<file path="config.mk">
export PLATFORM = sky130hd
export DESIGN_NAME = http_chunked_body_decoder_top_flat
export DESIGN_NICKNAME = d
export VERILOG_FILES = /design/src/hdl/hcbd_pkg.sv /design/src/hdl/hcbd_if.sv /design/src/hdl/hcbd_in_reg.sv /design/src/hdl/hcbd_core.sv /design/src/hdl/hcbd_out_reg.sv /design/src/hdl/http_chunked_body_decoder_top.sv /design/src/flat_wrapper.sv
export SDC_FILE = /design/constraint.sdc
export NUM_CORES = 1
export LEC_CHECK = 0
export ABC_AREA = 1
export BUFFER_PORTS_ARGS = -buffer_cell sky130_fd_sc_hd__buf_2
export CAP_MARGIN = 20
export CORE_AREA = 2 2 114 198
export CTS_BUF_LIST = sky130_fd_sc_hd__clkbuf_4 sky130_fd_sc_hd__clkbuf_8
export DETAILED_ROUTE_END_ITERATION = 7
export DIE_AREA = 0 0 116 200
export MAX_ROUTING_LAYER = met4
export PLACE_DENSITY = 0.72
export SLEW_MARGIN = 20
export SYNTH_ARGS = -nofsm -noshare
export SYNTH_HDL_FRONTEND = slang
export SYNTH_SLANG_ARGS = --single-unit
</file>
<file path="constraint.sdc">
create_clock -name i_clk -period 6.9 [get_ports i_clk]
set_clock_uncertainty 0.15 [all_clocks]
set_input_delay 0.345 -clock i_clk [delete_from_list [all_inputs] [get_ports i_clk]]
set_output_delay 0.345 -clock i_clk [all_outputs]
set_load 0.05 [all_outputs]
</file>
<file path="src/hdl/hcbd_pkg.sv">
// ----------------------------------------------------------------------------
// hcbd_pkg
// Shared types, constants and helpers of the chunked body decoder.
// ----------------------------------------------------------------------------
package hcbd_pkg;

    localparam logic [31:0] MAX_BODY_RESET = 32'd1048576;
    localparam logic [7:0]  CHAR_CR        = 8'h0d;
    localparam logic [7:0]  CHAR_LF        = 8'h0a;

    typedef enum logic [2:0] {
        PH_SIZE = 3'd0,
        PH_LF   = 3'd1,
        PH_DATA = 3'd2,
        PH_TRL1 = 3'd3,
        PH_TRL2 = 3'd4,
        PH_HALT = 3'd5
    } t_phase;

    typedef enum logic [1:0] {
        ST_RUN  = 2'd0,
        ST_DONE = 2'd1,
        ST_BAD  = 2'd2,
        ST_BIG  = 2'd3
    } t_status;

    typedef struct packed {
        logic       start_message;
        logic [7:0] octet_in;
    } t_item;

    typedef struct packed {
        logic       data_valid;
        logic [7:0] octet_out;
        logic [1:0] status;
    } t_result;

    typedef struct packed {
        logic       ok;
        logic [3:0] value;
    } t_hex;

    function automatic t_hex hex_decode(input logic [7:0] c);
        t_hex h;
        h.ok    = 1'b1;
        h.value = 4'd0;
        if (c >= 8'h30 && c <= 8'h39) begin
            h.value = c[3:0];
        end else if ((c >= 8'h41 && c <= 8'h46) || (c >= 8'h61 && c <= 8'h66)) begin
            h.value = c[3:0] + 4'd9;
        end else begin
            h.ok = 1'b0;
        end
        return h;
    endfunction

endpackage

</file>
<file path="src/hdl/hcbd_if.sv">
// ----------------------------------------------------------------------------
// hcbd_if
// Valid/ready channels for raw input items and decoded result items.
// ----------------------------------------------------------------------------
interface hcbd_in_if;
    logic       valid;
    logic       ready;
    logic       start_message;
    logic [7:0] octet_in;

    modport source (output valid, output start_message, output octet_in, input ready);
    modport sink   (input valid, input start_message, input octet_in, output ready);
endinterface

interface hcbd_out_if;
    logic       valid;
    logic       ready;
    logic       data_valid;
    logic [7:0] octet_out;
    logic [1:0] status;

    modport source (output valid, output data_valid, output octet_out, output status,
                    input ready);
    modport sink   (input valid, input data_valid, input octet_out, input status,
                    output ready);
endinterface

</file>
<file path="src/hdl/hcbd_in_reg.sv">
// ----------------------------------------------------------------------------
// hcbd_in_reg
// Input register stage holding one raw item for the decode step.
// ----------------------------------------------------------------------------
module hcbd_in_reg (
    input  logic           i_clk,
    input  logic           i_rst_n,
    input  logic           i_valid,
    input  hcbd_pkg::t_item i_item,
    input  logic           i_take,
    output logic           o_ready,
    output logic           o_valid,
    output hcbd_pkg::t_item o_item
);
    import hcbd_pkg::*;

    logic  r_valid;
    t_item r_item;

    assign o_ready = !r_valid || i_take;
    assign o_valid = r_valid;
    assign o_item  = r_item;

    always_ff @(posedge i_clk) begin
        if (!i_rst_n) begin
            r_valid <= 1'b0;
        end else if (o_ready) begin
            r_valid <= i_valid;
        end
    end

    always_ff @(posedge i_clk) begin
        if (o_ready && i_valid) begin
            r_item <= i_item;
        end
    end

endmodule

</file>
<file path="src/hdl/hcbd_core.sv">
// ----------------------------------------------------------------------------
// hcbd_core
// Chunk framing state machine: size line parse, payload pass, trailer skip.
// ----------------------------------------------------------------------------
module hcbd_core (
    input  logic             i_clk,
    input  logic             i_rst_n,
    input  logic             i_fire,
    input  hcbd_pkg::t_item  i_item,
    input  logic [31:0]      i_max_body_size,
    output hcbd_pkg::t_result o_res
);
    import hcbd_pkg::*;

    t_phase      r_phase, n_phase, c_phase;
    t_status     r_outcome, n_outcome, c_outcome;
    logic [31:0] r_accum, n_accum, c_accum;
    logic [31:0] r_left, n_left, c_left;
    logic [32:0] r_total, n_total, c_total;
    logic [32:0] sum_total;
    logic [31:0] left_dec;
    t_hex        hex;

    // start of message clears state before the byte is handled
    always_comb begin
        if (i_item.start_message) begin
            c_phase   = PH_SIZE;
            c_outcome = ST_RUN;
            c_accum   = '0;
            c_left    = '0;
            c_total   = '0;
        end else begin
            c_phase   = r_phase;
            c_outcome = r_outcome;
            c_accum   = r_accum;
            c_left    = r_left;
            c_total   = r_total;
        end
    end

    assign hex       = hex_decode(i_item.octet_in);
    assign sum_total = c_total + {1'b0, c_accum};
    assign left_dec  = c_left - 32'd1;

    // next state
    always_comb begin
        n_phase   = c_phase;
        n_outcome = c_outcome;
        n_accum   = c_accum;
        n_left    = c_left;
        n_total   = c_total;
        if (c_outcome == ST_RUN) begin
            case (c_phase)
                PH_SIZE: begin
                    if (i_item.octet_in == CHAR_CR) begin
                        n_phase = PH_LF;
                    end else if (!hex.ok) begin
                        n_outcome = ST_BAD;
                        n_phase   = PH_HALT;
                    end else if (c_accum[31:28] != 4'd0) begin
                        n_outcome = ST_BIG;
                        n_phase   = PH_HALT;
                    end else begin
                        n_accum = {c_accum[27:0], hex.value};
                    end
                end
                PH_LF: begin
                    if (i_item.octet_in == CHAR_LF) begin
                        n_total = sum_total;
                        if (sum_total > {1'b0, i_max_body_size}) begin
                            n_outcome = ST_BIG;
                            n_phase   = PH_HALT;
                        end else if (c_accum == 32'd0) begin
                            n_outcome = ST_DONE;
                            n_phase   = PH_HALT;
                        end else begin
                            n_left  = c_accum;
                            n_phase = PH_DATA;
                        end
                    end else begin
                        n_outcome = ST_BAD;
                        n_phase   = PH_HALT;
                    end
                end
                PH_DATA: begin
                    n_left = left_dec;
                    if (left_dec == 32'd0) begin
                        n_phase = PH_TRL1;
                    end
                end
                PH_TRL1: begin
                    n_phase = PH_TRL2;
                end
                PH_TRL2: begin
                    n_accum = '0;
                    n_phase = PH_SIZE;
                end
                default: begin
                end
            endcase
        end
    end

    // outputs
    always_comb begin
        o_res.data_valid = 1'b0;
        o_res.octet_out  = 8'd0;
        o_res.status     = n_outcome;
        case (c_phase)
            PH_DATA: begin
                if (c_outcome == ST_RUN) begin
                    o_res.data_valid = 1'b1;
                    o_res.octet_out  = i_item.octet_in;
                end
            end
            default: begin
            end
        endcase
    end

    always_ff @(posedge i_clk) begin
        if (!i_rst_n) begin
            r_phase   <= PH_SIZE;
            r_outcome <= ST_RUN;
            r_accum   <= '0;
            r_left    <= '0;
            r_total   <= '0;
        end else if (i_fire) begin
            r_phase   <= n_phase;
            r_outcome <= n_outcome;
            r_accum   <= n_accum;
            r_left    <= n_left;
            r_total   <= n_total;
        end
    end

endmodule

</file>
<file path="src/hdl/hcbd_out_reg.sv">
// ----------------------------------------------------------------------------
// hcbd_out_reg
// Result register driving the output channel.
// ----------------------------------------------------------------------------
module hcbd_out_reg (
    input  logic              i_clk,
    input  logic              i_rst_n,
    input  logic              i_load,
    input  hcbd_pkg::t_result i_res,
    output logic              o_free,
    hcbd_out_if.source        o_out
);
    import hcbd_pkg::*;

    logic    r_valid;
    t_result r_res;

    assign o_free          = !r_valid || o_out.ready;
    assign o_out.valid      = r_valid;
    assign o_out.data_valid = r_res.data_valid;
    assign o_out.octet_out  = r_res.octet_out;
    assign o_out.status     = r_res.status;

    always_ff @(posedge i_clk) begin
        if (!i_rst_n) begin
            r_valid <= 1'b0;
        end else if (o_free) begin
            r_valid <= i_load;
        end
    end

    always_ff @(posedge i_clk) begin
        if (o_free && i_load) begin
            r_res <= i_res;
        end
    end

endmodule

</file>
<file path="src/hdl/http_chunked_body_decoder_top.sv">
// ----------------------------------------------------------------------------
// http_chunked_body_decoder_top
// Chunked transfer body decoder, one raw byte in and one result item out.
//
//   port    dir  contents
//   i_in    in   start_message, octet_in
//   o_out   out  data_valid, octet_out, status
//   i_cfg   in   max_body_size write (i_cfg_we, i_cfg_wdata)
//
// one item per cycle unless the output stalls; items pass the input register
// and result register, with the framing state updated between them
// reset is synchronous and active low, no clearing pass
// a stalled output holds its item; input keeps flowing while stages are free
// ----------------------------------------------------------------------------
module http_chunked_body_decoder_top (
    input  logic        i_clk,
    input  logic        i_rst_n,
    hcbd_in_if.sink     i_in,
    hcbd_out_if.source  o_out,
    input  logic        i_cfg_we,
    input  logic [31:0] i_cfg_wdata
);
    import hcbd_pkg::*;

    logic [31:0] r_max_body;
    t_item       in_item;
    t_item       stg_item;
    t_result     core_res;
    logic        stg_valid;
    logic        out_free;
    logic        fire;

    assign in_item.start_message = i_in.start_message;
    assign in_item.octet_in      = i_in.octet_in;
    assign fire                  = stg_valid && out_free;

    always_ff @(posedge i_clk) begin
        if (!i_rst_n) begin
            r_max_body <= MAX_BODY_RESET;
        end else if (i_cfg_we) begin
            r_max_body <= i_cfg_wdata;
        end
    end

    hcbd_in_reg u_in_reg (
        .i_clk   (i_clk),
        .i_rst_n (i_rst_n),
        .i_valid (i_in.valid),
        .i_item  (in_item),
        .i_take  (fire),
        .o_ready (i_in.ready),
        .o_valid (stg_valid),
        .o_item  (stg_item)
    );

    hcbd_core u_core (
        .i_clk           (i_clk),
        .i_rst_n         (i_rst_n),
        .i_fire          (fire),
        .i_item          (stg_item),
        .i_max_body_size (r_max_body),
        .o_res           (core_res)
    );

    hcbd_out_reg u_out_reg (
        .i_clk   (i_clk),
        .i_rst_n (i_rst_n),
        .i_load  (fire),
        .i_res   (core_res),
        .o_free  (out_free),
        .o_out   (o_out)
    );

endmodule

</file>
<file path="src/flat_wrapper.sv">
// flat-port wrapper written by rule: the top's interface ports become plain ports
module http_chunked_body_decoder_top_flat import hcbd_pkg::*;
  (i_clk, i_rst_n, i_cfg_we, i_cfg_wdata, i_in_valid, i_in_start_message, i_in_octet_in, i_in_ready, o_out_valid, o_out_data_valid, o_out_octet_out, o_out_status, o_out_ready);
  hcbd_in_if i_in_i ();
  hcbd_out_if o_out_i ();
  input  logic i_clk;
  input  logic i_rst_n;
  input  logic i_cfg_we;
  input  logic [31:0] i_cfg_wdata;
  input wire logic [$bits(i_in_i.valid)-1:0] i_in_valid;
  input wire logic [$bits(i_in_i.start_message)-1:0] i_in_start_message;
  input wire logic [$bits(i_in_i.octet_in)-1:0] i_in_octet_in;
  output wire logic [$bits(i_in_i.ready)-1:0] i_in_ready;
  output wire logic [$bits(o_out_i.valid)-1:0] o_out_valid;
  output wire logic [$bits(o_out_i.data_valid)-1:0] o_out_data_valid;
  output wire logic [$bits(o_out_i.octet_out)-1:0] o_out_octet_out;
  output wire logic [$bits(o_out_i.status)-1:0] o_out_status;
  input wire logic [$bits(o_out_i.ready)-1:0] o_out_ready;
  assign i_in_i.valid = i_in_valid;
  assign i_in_i.start_message = i_in_start_message;
  assign i_in_i.octet_in = i_in_octet_in;
  assign i_in_ready = i_in_i.ready;
  assign o_out_valid = o_out_i.valid;
  assign o_out_data_valid = o_out_i.data_valid;
  assign o_out_octet_out = o_out_i.octet_out;
  assign o_out_status = o_out_i.status;
  assign o_out_i.ready = o_out_ready;
  http_chunked_body_decoder_top u_core (.i_clk(i_clk), .i_rst_n(i_rst_n), .i_in(i_in_i), .o_out(o_out_i), .i_cfg_we(i_cfg_we), .i_cfg_wdata(i_cfg_wdata));
endmodule
</file>
[Yosys cells after proc, flatten, opt, wreduce, memory -nomap -nowiden]
Cells that the tools add are included.
Storage, ports and cells
  bits in registers: 156
  input port bits: 46
  output and inout bits: 13
  logic and storage cells: 86
Operators by class
  $add $sub $neg: 3
  $lt $le $gt $ge: 7
  eq/ne operators: 6
  multiplexer cells: 40
  reductions and logical operators: 17
Operator list (number)
  $mux W32: 10
  $mux W33: 4
  $pmux W32 S2: 2
  $logic_not A32 Y1: 2
  $add A33 B32 Y33: 1
  $gt A33 B32 Y1: 1
  $sub A32 B1 Y32 const B: 1
  $mux W3: 9
  $eq A8 B4 Y1 const B: 2
  $ge A8 B7 Y1 const B: 2
  $le A8 B7 Y1 const B: 2
  $mux W2: 8
  $pmux W3 S5: 1
  $mux W9: 1
  $ge A8 B6 Y1 const B: 1
  $le A8 B6 Y1 const B: 1
  $mux W4: 2
  $eq A3 B2 Y1 const B: 2
  $logic_and A1 B1 Y1: 6
  $add A4 B4 Y4 const B: 1
  $pmux W2 S2: 1
  $reduce_bool A4 Y1: 1
  $eq A3 B1 Y1 const B: 1
  $eq A3 B3 Y1 const B: 1
  other kinds (6): 10

[Logic depth before layout (Yosys ltp)]
Gate-level depths: netlist of run 1.
  word-level depth: 10
  gate-level depth with buffers: 43
  depth with buffers taken out: 39

[By module]
Synthesis of run 1 repeated with hierarchy kept, for this count alone.
Second synthesis, totals
  cell total of the unflattened synthesis: 1875
  area, all modules: 11945.2 um^2
Modules (own cells, without submodules)
  hcbd_core: times used 1, cells an instance 1638, area an instance 9902.0 um^2
  http_chunked_body_decoder_top: times used 1, cells an instance 203, area an instance 1340.0 um^2
  hcbd_out_reg: times used 1, cells an instance 18, area an instance 381.6 um^2
  hcbd_in_reg: times used 1, cells an instance 16, area an instance 321.6 um^2

[Worst setup path before layout of run 1]
OpenSTA, ideal clock, no wires.
  path kind: reg2reg
  from: reg u_core.u_in_reg.r_item, in the netlist u_core.u_in_reg.o_item[8]
  to: reg u_core.u_core.r_left[28]
  setup time: 0.124 ns
  arrival: 4.698 ns
  slack: 1.928 ns
  cell stages (with the launch flop): 32
  buffers on the path: 8
  period minus slack after synthesis: 4.972 ns
  cell sequence: edfxtp_1 buf_6 buf_8 buf_6 buf_6 clkbuf_1 clkbuf_1 nor2_1 fa_1 a21oi_1 a21oi_2 nand3_2 nand2_2 nand2_2 nand2_2 a21oi_1 o21bai_1 nand2_1 o211ai_1 nand2_1 nand3_1 and2_1 ha_1 nand2_1 nor4_1 nand4_1 nand2_1 nand4_2 buf_6 buf_8 o211ai_2 a31oi_1
Between the ends
  word-level cells in the longest chain between the ends: 7
  elaborated cells on any way between the ends: 17
Ends and longest elaborated chain
  start: declaration: RTL line hcbd_in_reg.sv:18  | t_item r_item;
  start signal: assignment: RTL line hcbd_in_reg.sv:34  | r_item <= i_item;
  $mux W33 / $mux W32 (equally long branches): RTL line hcbd_core.sv:26  | if (i_item.start_message) begin
  $add A33 B32 Y33 / $logic_not A32 Y1 (equally long branches): RTL line hcbd_core.sv:42, hcbd_core.sv:73
  $gt A33 B32 Y1 / $mux W32 (equally long branches): RTL line hcbd_core.sv:70, hcbd_core.sv:73
  $mux W32: RTL line hcbd_core.sv:70  | if (sum_total > {1'b0, i_max_body_size}) begin
  $mux W32: RTL line hcbd_core.sv:68  | if (i_item.octet_in == CHAR_LF) begin
  $pmux W32 S2: RTL line hcbd_core.sv:53  | case (c_phase)
  $mux W32 (*): RTL line hcbd_core.sv:52  | if (c_outcome == ST_RUN) begin
  end signal: assignment: RTL line hcbd_core.sv:132  | r_left <= n_left;
  end: declaration: RTL line hcbd_core.sv:18  | logic [31:0] r_left, n_left, c_left;
Every way passes the cells marked *; elsewhere a longest branch is shown, timed or not.
A chain may end at the register's enable or synchronous reset.

[Worst setup path in the final report of run 1]
  from: reg u_core.u_in_reg.r_item, in the netlist u_core.u_in_reg.o_item[8]
  to: reg u_core.u_core.r_outcome[1]
Between the ends
  word-level cells in the longest chain between the ends: 7
  elaborated cells on any way between the ends: 19
Ends and longest elaborated chain
  $mux W33 / $mux W32 (equally long branches): RTL line hcbd_core.sv:26
  $add A33 B32 Y33 (tied with other cells): RTL line hcbd_core.sv:42  | assign sum_total = c_total + {1'b0, c_accum};
  $gt A33 B32 Y1 (tied with other cells): RTL line hcbd_core.sv:70
  $mux W2, on equally long branches: RTL line hcbd_core.sv:70, hcbd_core.sv:57
  $mux W2, on equally long branches: RTL line hcbd_core.sv:68, hcbd_core.sv:55
  $pmux W2 S2: RTL line hcbd_core.sv:53
  $mux W2 (*): RTL line hcbd_core.sv:52
  end signal: assignment: RTL line hcbd_core.sv:130  | r_outcome <= n_outcome;
  end: declaration: RTL line hcbd_core.sv:16  | t_status r_outcome, n_outcome, c_outcome;
Marked as above.

==> results of run 1 <==
==> cell families after synthesis <==
family                     count (synthesis)
xor gates and xnor gates                  55
buffers and inverters                    325
DFF                                      156
AOI/OAI and AO/OA                        506
adders and majority gates                 68
and+or+nand+nor                          592
==> tightest hold or removal path, delay by kind of cell <==
family / cells / cell delay [ps]
compound gates: 2 / 210
buf+inv: 1 / 290
==> power breakdown <==
group | internal [uW] | switching, uW | total (uW)
Clock | 264 | 405 | 669
Sequential | 976 | 25.8 | 1000
Combinational | 196 | 410 | 606
Total | 1440 | 840 | 2280
==> synthesized netlist by cell type, drive strengths merged (5+ instances only) <==
master	count
a211oi	5
a21oi	217
a221oi	40
a31oi	25
buf	32
clkbuf	50
dfxtp	136
edfxtp	20
ha	67
inv	240
nand2	309
nand3	52
nand4	13
nor2	185
nor3	14
nor4	10
o211ai	54
o21ai	139
o221ai	7
or2	5
xnor2	10
xor2	45
==> layer usage <==
layer / up-vias / part of all wire (%) / wire [um]
met4: 0 / 4.6 / 1580
met3: 97 / 5.2 / 1780
met1: 5578 / 38 / 13100
met5: - / 0 / 0
li1: 5861 / - / -
met2: 398 / 52 / 17900
==> worst min path at each step <==
| stage | endpoint | startpoint | cells past startpoint |
|---|---|---|---|
| 6_report | u_core.r_max_body[22] | i_rst_n | 3 |
| 3_5_place_dp | u_core.r_max_body[8] | u_core.r_max_body[8] | 2 |
| 3_3_place_gp | u_core.r_max_body[15] | u_core.r_max_body[15] | 2 |
| 4_1_cts | u_core.r_max_body[17] | i_cfg_we | 3 |
| 5_1_grt | u_core.u_core.r_left[17] | i_rst_n | 3 |
| 2_1_floorplan | u_core.r_max_body[31] | u_core.r_max_body[31] | 2 |
==> cell type report <==
| cell class | instances | share of cell area (%) |
|---|---|---|
| Tap cell | 292 | 2.85 |
| Sequential cell | 156 | 25.9 |
| Clock buffer | 18 | 1.93 |
| Timing Repair Buffer | 116 | 6.60 |
| Multi-Input combinational cell | 1221 | 54.7 |
| Clock inverter | 14 | 0.849 |
| Inverter | 243 | 7.15 |
==> sequential cells by signal, indices dropped and copies added, names as in the netlist <==
register / count
u_core.u_core.r_total: 33
u_core.u_out_reg.o_out.valid: 1
u_core.u_out_reg.o_out.data_valid: 1
u_core.u_in_reg.o_valid: 1
u_core.u_out_reg.o_out.octet_out: 8
u_core.u_core.r_outcome: 2
u_core.u_core.r_accum: 32
u_core.r_max_body: 32
u_core.u_core.r_phase: 3
u_core.u_core.r_left: 32
u_core.u_out_reg.o_out.status: 2
u_core.u_in_reg.o_item: 9
==> per-stage QoR <==
stage	cell area, um2	util (%)	power, uW
6_report	12800	59.6	2280
5_1_grt	12800	59.6	2390
4_1_cts	12800	59.6	2280
3_5_place_dp	12000	55.8	1590
3_3_place_gp	12000	55.8	1590
2_1_floorplan	11700	-	1450
==> placed cells by master (no fill, tap or decap), types with 8 or more instances in the layout <==
master / count
nor3_1: 9
o211ai_2: 10
nor2_4: 11
ha_1: 67
o21ai_0: 128
nand3_1: 47
nor2_1: 163
nand2_1: 285
dfxtp_1: 136
xnor2_1: 10
nand2_2: 18
nor2_2: 11
clkbuf_8: 18
a221oi_1: 40
o21ai_1: 11
inv_2: 24
inv_1: 216
a31oi_1: 25
o211ai_1: 44
buf_4: 12
nand4_1: 11
xor2_1: 45
a21oi_1: 214
buf_2: 57
edfxtp_1: 20
nor4_1: 8
dlygate4sd3_1: 47
==> repair_timing <==
action	in CTS	in global routing
gates resized for setup	0	0
endpoints found under the hold margin	43	0
hold buffers	47	0
==> flow_summary.toml, run 1 <==
[placement]
gp_congestion = 0.998
dp_slack_ps = 763
numPortBuffers = 58
dp.final_hpwl_mm = 24.3
dp_cells = 1981

[die]
die_h_um = 200
core_region_area_um2 = 21500
initial_utilization_pct = 54.3
io_pins = 59
rows = 71
die_w_um = 116
dieArea_um2 = 23200

[yosys]
ys.flop_type = "dfxtp_1"
ys_types = 55
yosys.area_share.simple_pct = 22.8
synth_top_family_by_area = "compound AO/OA/AOI/OAI gates"
ys_ff_latch = 156
synth_area_leaders = "dfxtp_1 23%, nand2_1 9.2%, a21oi_1 9.2%, ha_1 7.2%, inv_1 7.0%"
synth-edff-count = 20
synth_top_cell_area_share_pct = 23.3
syn-num-nets = 1816
synth-adder-area-share_pct = 7.35
syn_inst = 1702
synth_compound_area_share_pct = 25.7
synthArstFlopShare_pct = 0
synth_top_cell_by_area = "dfxtp_1"
yosysSeqAreaShare_pct = 28.5
yosys.area_share.xor_xnor_pct = 4.13
yosys_warnings = 0
synth.area.mux_share_pct = 0
syn_area_per_cell_um2 = 6.86
syn-cell-area_um2 = 11700

[layout]
syn_to_final_growth_pct = 9.82
n_antenna_cell = 0
nFillCells = 2112
drive_above_1_share_pct = 11.4
final-seq-area_um2 = 3320
multi_input_area_um2 = 7010
stdcell_count = 2060
fin_nets = 1869

[global_routing]
grt_most_used_layer = "met2"
use_met1_pct = 33.2
grtUsageMet2_pct = 55.6
track_usage_pct = 31.3
use_met3_pct = 4.41
grt_pass1_vias = 11400
grt_max_degree = 96
antenna_found_initial = 0
overflow = 0
grt_pass1_wl_mm = 55.3

[timing]
max_slew_margin_pct = 28.5
setup_viol = 0
min_period_over_period_pct = 90.1
max_freq_mhz = 161
worst_pin_slew_ps = 1070
holdWs_ps = 233
hold_violations = 0
fin_ws_ps = 686
min_period_ps = 6210
slew_viol_final = 0
rsz0062_at_grt = "false"
setup_tns_ps = 0

[clocking]
tritoncts = "built"
root_buffer = "clkbuf_8"
cts.sinks = 156
numCtsBuffers = 17
postCtsSetupBuffers = 0
clkLatencyLatePin_ps = 530
cts.htree.levels = 4
clockBufferDepth = 2
path_clk_slew_ps = 100

[pwr]
power_leakage_uw = 0.00588
powerDensity_nw_per_um2 = 178
irDropWorstVdd_v = 0.000156

[setup_path]
end_kind = "flop"
slowest_stage = "edfxtp_1"
r2r_cells = 31
cp_num_buf_inv = 2
reg2reg_from = "u_core.u_in_reg.o_item[8]"
slowest_delay_ps = 1020
reg2reg_setup_slack_ps = 690
reg2reg_to = "u_core.u_core.r_outcome[1]"
startpoint_type = "flop"
arrival_ps = 6500
setup.worst_path.end = "u_core.u_core.r_outcome[1]"
crit_fanout = 25
crit_type = "reg -> reg"
required_ps = 7180
startpoint = "u_core.u_in_reg.o_item[8]"
crit_family = "simple AND/OR/NAND/NOR gates"
path_common_cell = "nand2_1"
path_depth = 31

[route]
drt_iter0_drc = 697
postRouteAntennaNets = 0
vias = 11900
drc = 0
avgRoutedWirePerCell_um = 16.7
dr.pass1.iters = 6
vias_per_cell = 5.79
wl_mm = 34.4

[run]
drv_cap = 0

[run_status]
outcome = "completed"

[worst_hold_path]
hp-class = "in -> reg"
No activity file was read; power rests on OpenSTA's default activity.
==> run 2, diff against run 1 <==
--- a/config.mk
+++ b/config.mk
@@ -8,12 +8,14 @@
 export ABC_AREA = 1
 export BUFFER_PORTS_ARGS = -buffer_cell sky130_fd_sc_hd__buf_2
 export CAP_MARGIN = 20
-export CORE_AREA = 2 2 114 198
-export CTS_BUF_LIST = sky130_fd_sc_hd__clkbuf_4 sky130_fd_sc_hd__clkbuf_8
+export CELL_PAD_IN_SITES_DETAIL_PLACEMENT = 1
+export CELL_PAD_IN_SITES_GLOBAL_PLACEMENT = 1
+export CORE_AREA = 2 2 123 214
+export CTS_BUF_LIST = sky130_fd_sc_hd__clkbuf_8
 export DETAILED_ROUTE_END_ITERATION = 7
-export DIE_AREA = 0 0 116 200
+export DIE_AREA = 0 0 125 216
 export MAX_ROUTING_LAYER = met4
-export PLACE_DENSITY = 0.72
+export PLACE_DENSITY = 0.82
 export SLEW_MARGIN = 20
 export SYNTH_ARGS = -nofsm -noshare
 export SYNTH_HDL_FRONTEND = slang
==> run 2 against run 1 <==
Cell count increased by 1.4%. Combinational power increased by 3.8%. Non-clock buffer count increased by 3. Setup slack improved by 20 ps. Largest cell class unchanged.
==> flow_summary.toml, run 2 (same netlist as run 1, synthesis figures left out) <==
[run_status]
outcome = "completed"

[timing]
worst_pin_slew_ps = 1000
setup_tns_ps = 0
min_period_ps = 6190
hold_violations = 0
fin_ws_ps = 706
max_freq_mhz = 161
max_slew_margin_pct = 33.0
slew_viol_final = 0
holdWs_ps = 21.9
min_period_over_period_pct = 89.8
rsz0062_at_grt = "false"
setup_viol = 0

[clocking]
root_buffer = "clkbuf_8"
numCtsBuffers = 17
tritoncts = "built"
cts.htree.levels = 4
clockBufferDepth = 2
path_clk_slew_ps = 100
cts.sinks = 156
clkLatencyLatePin_ps = 530

[route]
postRouteAntennaNets = 0
drt_iter0_drc = 581
wl_mm = 40.5
dr.pass1.iters = 5
drc = 0
vias_per_cell = 5.88
avgRoutedWirePerCell_um = 19.4
vias = 12300

[die]
die_w_um = 125
initial_utilization_pct = 46.2
io_pins = 59
die_h_um = 216
dieArea_um2 = 27000
rows = 77
core_region_area_um2 = 25200

[pwr]
power_leakage_uw = 0.00595
finalPower_uw = 2470
irDropWorstVdd_v = 0.000133
powerDensity_nw_per_um2 = 190

[layout]
layout_common_cells = "285 x nand2_1, 218 x inv_1, 214 x a21oi_1"
syn_to_final_growth_pct = 11.4
largest_reg_flops = 33
final-seq-area_um2 = 3320
fin_nets = 1872
multi_input_area_um2 = 7010
drive_above_1_share_pct = 11.5
nFillCells = 3350
top_register = "u_core.u_core.r_total"
final_common_cell = "nand2_1"

[placement]
gp_congestion = 0.941
numPortBuffers = 58
dp_slack_ps = 818
dp.final_hpwl_mm = 28.5

[setup_path]
crit_fanout = 49
required_ps = 7210
crit_type = "reg -> reg"
startpoint_type = "flop"
end_kind = "flop"
setup.worst_path.end = "u_core.u_core.r_left[8]"
arrival_ps = 6500
r2r_cells = 26
reg2reg_from = "u_core.u_in_reg.o_item[8]"
reg2reg_setup_slack_ps = 710
reg2reg_to = "u_core.u_core.r_left[8]"
startpoint = "u_core.u_in_reg.o_item[8]"

[run]
drv_cap = 0

[global_routing]
overflow = 0
antenna_found_initial = 1
grt_max_degree = 104
grt_pass1_wl_mm = 65.9
grt_pass1_vias = 13200
track_usage_pct = 31.2

[worst_hold_path]
hp-class = "in -> reg"
[run 2: cell types whose count changed in the layout (fill, tap and decap cells not counted), sizes merged]
cell,change
diode,+1
dlygate4sd3,-1
bufinv,+5
clkbuf,-1
buf,+4
clkinvlp,-1
inv,-3
[run 2: routing by layer]
layer,track usage [%],up-vias,wire length (um)
met5,-,-,0
met2,57.7,283,21700
li1,-,5853,-
met4,17.0,0,2070
met1,31.9,6026,15600
met3,3.27,119,1150
[run 2: area by class of cell]
cell class / count / area share (%)
Sequential cell: 156 / 25.6
Multi-Input combinational cell: 1221 / 53.9
Tap cell: 316 / 3.04
Inverter: 243 / 7.05
Antenna cell: 1 / 0.0192
Clock buffer: 17 / 1.80
Timing Repair Buffer: 119 / 6.87
Clock inverter: 15 / 1.71
[run 2: repair_timing]
action	4_1_cts	5_1_grt
endpoints found under the hold margin	42	0
resized for setup	0	0
hold buffers	46	0
setup buffers	0	0
[run 2: worst min path at each step]
stage / start / end / slack, ps / cells after the start
5_1_grt: o_out_ready / u_core.u_out_reg.o_out.valid / 40 / 4
3_5_place_dp: u_core.r_max_body[2] / u_core.r_max_body[2] / 310 / 2
4_1_cts: o_out_ready / u_core.u_out_reg.o_out.valid / 20 / 4
2_1_floorplan: u_core.r_max_body[31] / u_core.r_max_body[31] / 290 / 2
6_report: o_out_ready / u_core.u_out_reg.o_out.valid / 20 / 4
3_3_place_gp: u_core.r_max_body[17] / u_core.r_max_body[17] / 300 / 2
[run 2: metrics by stage]
| step | std cells | instance area [um2] | util [%] |
|---|---|---|---|
| finish | 2088 | 13000 | 51.5 |
| global placement | 2007 | 12000 | 47.7 |
| detailed placement | 2007 | 12000 | 47.7 |
| CTS | 2085 | 13000 | 51.3 |
| global route | 2088 | 13000 | 51.5 |
| floorplan | 1702 | 11700 | - |
[run 2: worst max-delay path, cell delays in order, from the launching register on]
cell      delay, ps
edfxtp_1        920
nor2_1          320
ha_1            320
fa_1            400
a21oi_1         180
a21oi_2         110
nand3_2          80
nand2_2         110
nand2_2          90
nand2_2         100
a21oi_1         220
o21bai_1        150
nand2_1          80
o211ai_1        130
nand2_1         150
nand3_1          90
and2_1          170
ha_1            280
nand2_1         100
nor4_1          560
nand4_1         250
nand2_1         220
nand4_2         100
buf_4           330
o21ai_0         270
a21oi_1         100
nor2_1          110
[run 2: power breakdown]
group          switching (uW)  internal [uW]
Combinational             429            199
Clock                     407            431
Sequential               26.9            976
==> run 3, diff against run 2 <==
--- a/config.mk
+++ b/config.mk
@@ -6,16 +6,16 @@
 export NUM_CORES = 1
 export LEC_CHECK = 0
 export ABC_AREA = 1
-export BUFFER_PORTS_ARGS = -buffer_cell sky130_fd_sc_hd__buf_2
 export CAP_MARGIN = 20
 export CELL_PAD_IN_SITES_DETAIL_PLACEMENT = 1
 export CELL_PAD_IN_SITES_GLOBAL_PLACEMENT = 1
-export CORE_AREA = 2 2 123 214
+export CORE_AREA = 2 2 120 210
 export CTS_BUF_LIST = sky130_fd_sc_hd__clkbuf_8
 export DETAILED_ROUTE_END_ITERATION = 7
-export DIE_AREA = 0 0 125 216
+export DIE_AREA = 0 0 122 212
+export DONT_BUFFER_PORTS = 1
 export MAX_ROUTING_LAYER = met4
-export PLACE_DENSITY = 0.82
+export PLACE_DENSITY = 0.83
 export SLEW_MARGIN = 20
 export SYNTH_ARGS = -nofsm -noshare
 export SYNTH_HDL_FRONTEND = slang
==> run 3 against run 2 <==
Hold slack better by 42 ps. Combinational power down 5.4%. Non-clock buffer count down 64.
==> flow_summary.toml, run 3 (same netlist as run 1, synthesis figures left out) <==
[clocking]
clkLatencyLatePin_ps = 520
root_buffer = "clkbuf_8"
tritoncts = "built"
path_clk_slew_ps = 100
cts.sinks = 156
clockBufferDepth = 2
cts.htree.levels = 4
numCtsBuffers = 17

[timing]
min_period_over_period_pct = 89.3
min_period_ps = 6160
max_freq_mhz = 162
holdWs_ps = 64.2
max_slew_margin_pct = 27.6
rsz0062_at_grt = "false"
setup_tns_ps = 0
slew_viol_final = 0
setup_viol = 0
worst_pin_slew_ps = 1080
hold_violations = 0

[layout]
stdcell_area_um2 = 12600
final_core_util_pct = 51.8
largest_reg_flops = 33
stdcell_count = 2019
fin_nets = 1808
top_register = "u_core.u_core.r_total"
syn_to_final_growth_pct = 7.58
final_common_cell = "nand2_1"
nFillCells = 3247
drive_above_1_share_pct = 8.32
multi_input_area_um2 = 7010
n_antenna_cell = 0
final-seq-area_um2 = 3320
layout_common_cells = "285 x nand2_1, 216 x inv_1, 214 x a21oi_1"

[pwr]
powerDensity_nw_per_um2 = 184
power_leakage_uw = 0.00564
clock_power_share_pct = 30.3
power_switching_uw = 861
pwr-share-seq_pct = 44.0
p_sw_share_pct = 37.2
power.internal_uw = 1450
comb_power_share_pct = 25.7
irDropWorstVdd_v = 0.000130

[setup_path]
startpoint_type = "flop"
arrival_ps = 6400
required_ps = 7130
end_kind = "flop"
crit_fanout = 15
reg2reg_from = "u_core.u_in_reg.o_item[8]"
reg2reg_setup_slack_ps = 740
slowest_stage = "edfxtp_1"
path_common_cell = "nand2_1"
r2r_cells = 29
crit_type = "reg -> reg"
reg2reg_to = "u_core.u_core.r_left[0]"
startpoint = "u_core.u_in_reg.o_item[8]"
slowest_delay_ps = 840

[die]
rows = 76
core_region_area_um2 = 24200
io_pins = 59
die_w_um = 122
dieArea_um2 = 25900
initial_utilization_pct = 48.1
die_h_um = 212

[placement]
gp_congestion = 0.967
dp.final_hpwl_mm = 28.1
dp_cells = 1942
numPortBuffers = 0
post_dp_cell_area_um2 = 11700

[route]
drt_iter0_drc = 631
vias_per_cell = 5.88
dr.pass1.iters = 6
wl_mm = 39.3
postRouteAntennaNets = 0
vias = 11900
avgRoutedWirePerCell_um = 19.5
drc = 0

[global_routing]
grt_max_degree = 99
grt_pass1_vias = 12500
grt_pass1_wl_mm = 62.9
antenna_found_initial = 0
overflow = 0
track_usage_pct = 32.0

[worst_hold_path]
whs_endpoint = "u_core.u_core.r_total[12]"
hp-class = "in -> reg"
min_from = "i_rst_n"
hold_depth = 2

[run_status]
outcome = "completed"

[run]
drv_cap = 0
## run 3: power by group through the flow
stage	logic, uW	clock network [uW]	registers (uW)
2_1_floorplan	426	0	1030
3_3_place_gp	538	0	1030
3_5_place_dp	556	0	1040
4_1_cts	588	709	1020
5_1_grt	660	736	1020
6_report	595	700	1020
## run 3: repair_timing
| item | 4_1_cts | 5_1_grt |
|---|---|---|
| hold buffers | 45 | 0 |
| hold endpoints to repair | 91 | 0 |
| gates resized for setup | 0 | 0 |
| buffers inserted | 0 | 0 |
## run 3: through the flow
stage               power (uW)  worst slack, ps
finish                    2310              739
global route              2420              419
CTS                       2310              853
detailed placement        1590              933
global placement          1570              984
floorplan                 1450             1930
## run 3: how the worst max path moves through the flow
stage	cells after the start	slack [ps]	endpoint
2_1_floorplan	31	1930	u_core.u_core.r_left[28]
3_3_place_gp	26	980	u_core.u_core.r_left[9]
3_5_place_dp	29	930	u_core.u_core.r_left[0]
4_1_cts	29	850	u_core.u_core.r_left[0]
5_1_grt	31	420	u_core.u_core.r_outcome[1]
6_report	29	740	u_core.u_core.r_left[0]
## run 3: cell type report
| type | instances | area share [%] |
|---|---|---|
| clock buffer | 17 | 1.86 |
| clock inverter | 15 | 1.11 |
| inverter | 243 | 7.30 |
| multi-input combinational | 1221 | 55.8 |
| sequential | 156 | 26.5 |
| tap | 312 | 3.11 |
| timing repair buffer | 55 | 4.32 |
## run 3: metal layers
layer / wire [um] / track usage [%] / share of wire (%) / vias up
met3: 1020 / 4.32 / 2.6 / 114
met2: 21200 / 58.6 / 54 / 253
met5: 0 / - / 0 / -
met1: 15000 / 32.4 / 38 / 5776
met4: 2060 / 17.1 / 5.2 / 0
li1: - / - / - / 5721
## run 3: critical path: cells and delay by family (launching register included)
kind	cells	cell delay, ps
simple gates	19	2870
fa+ha+maj	3	940
buf+inv	1	350
compound gates	6	860
flops	1	840
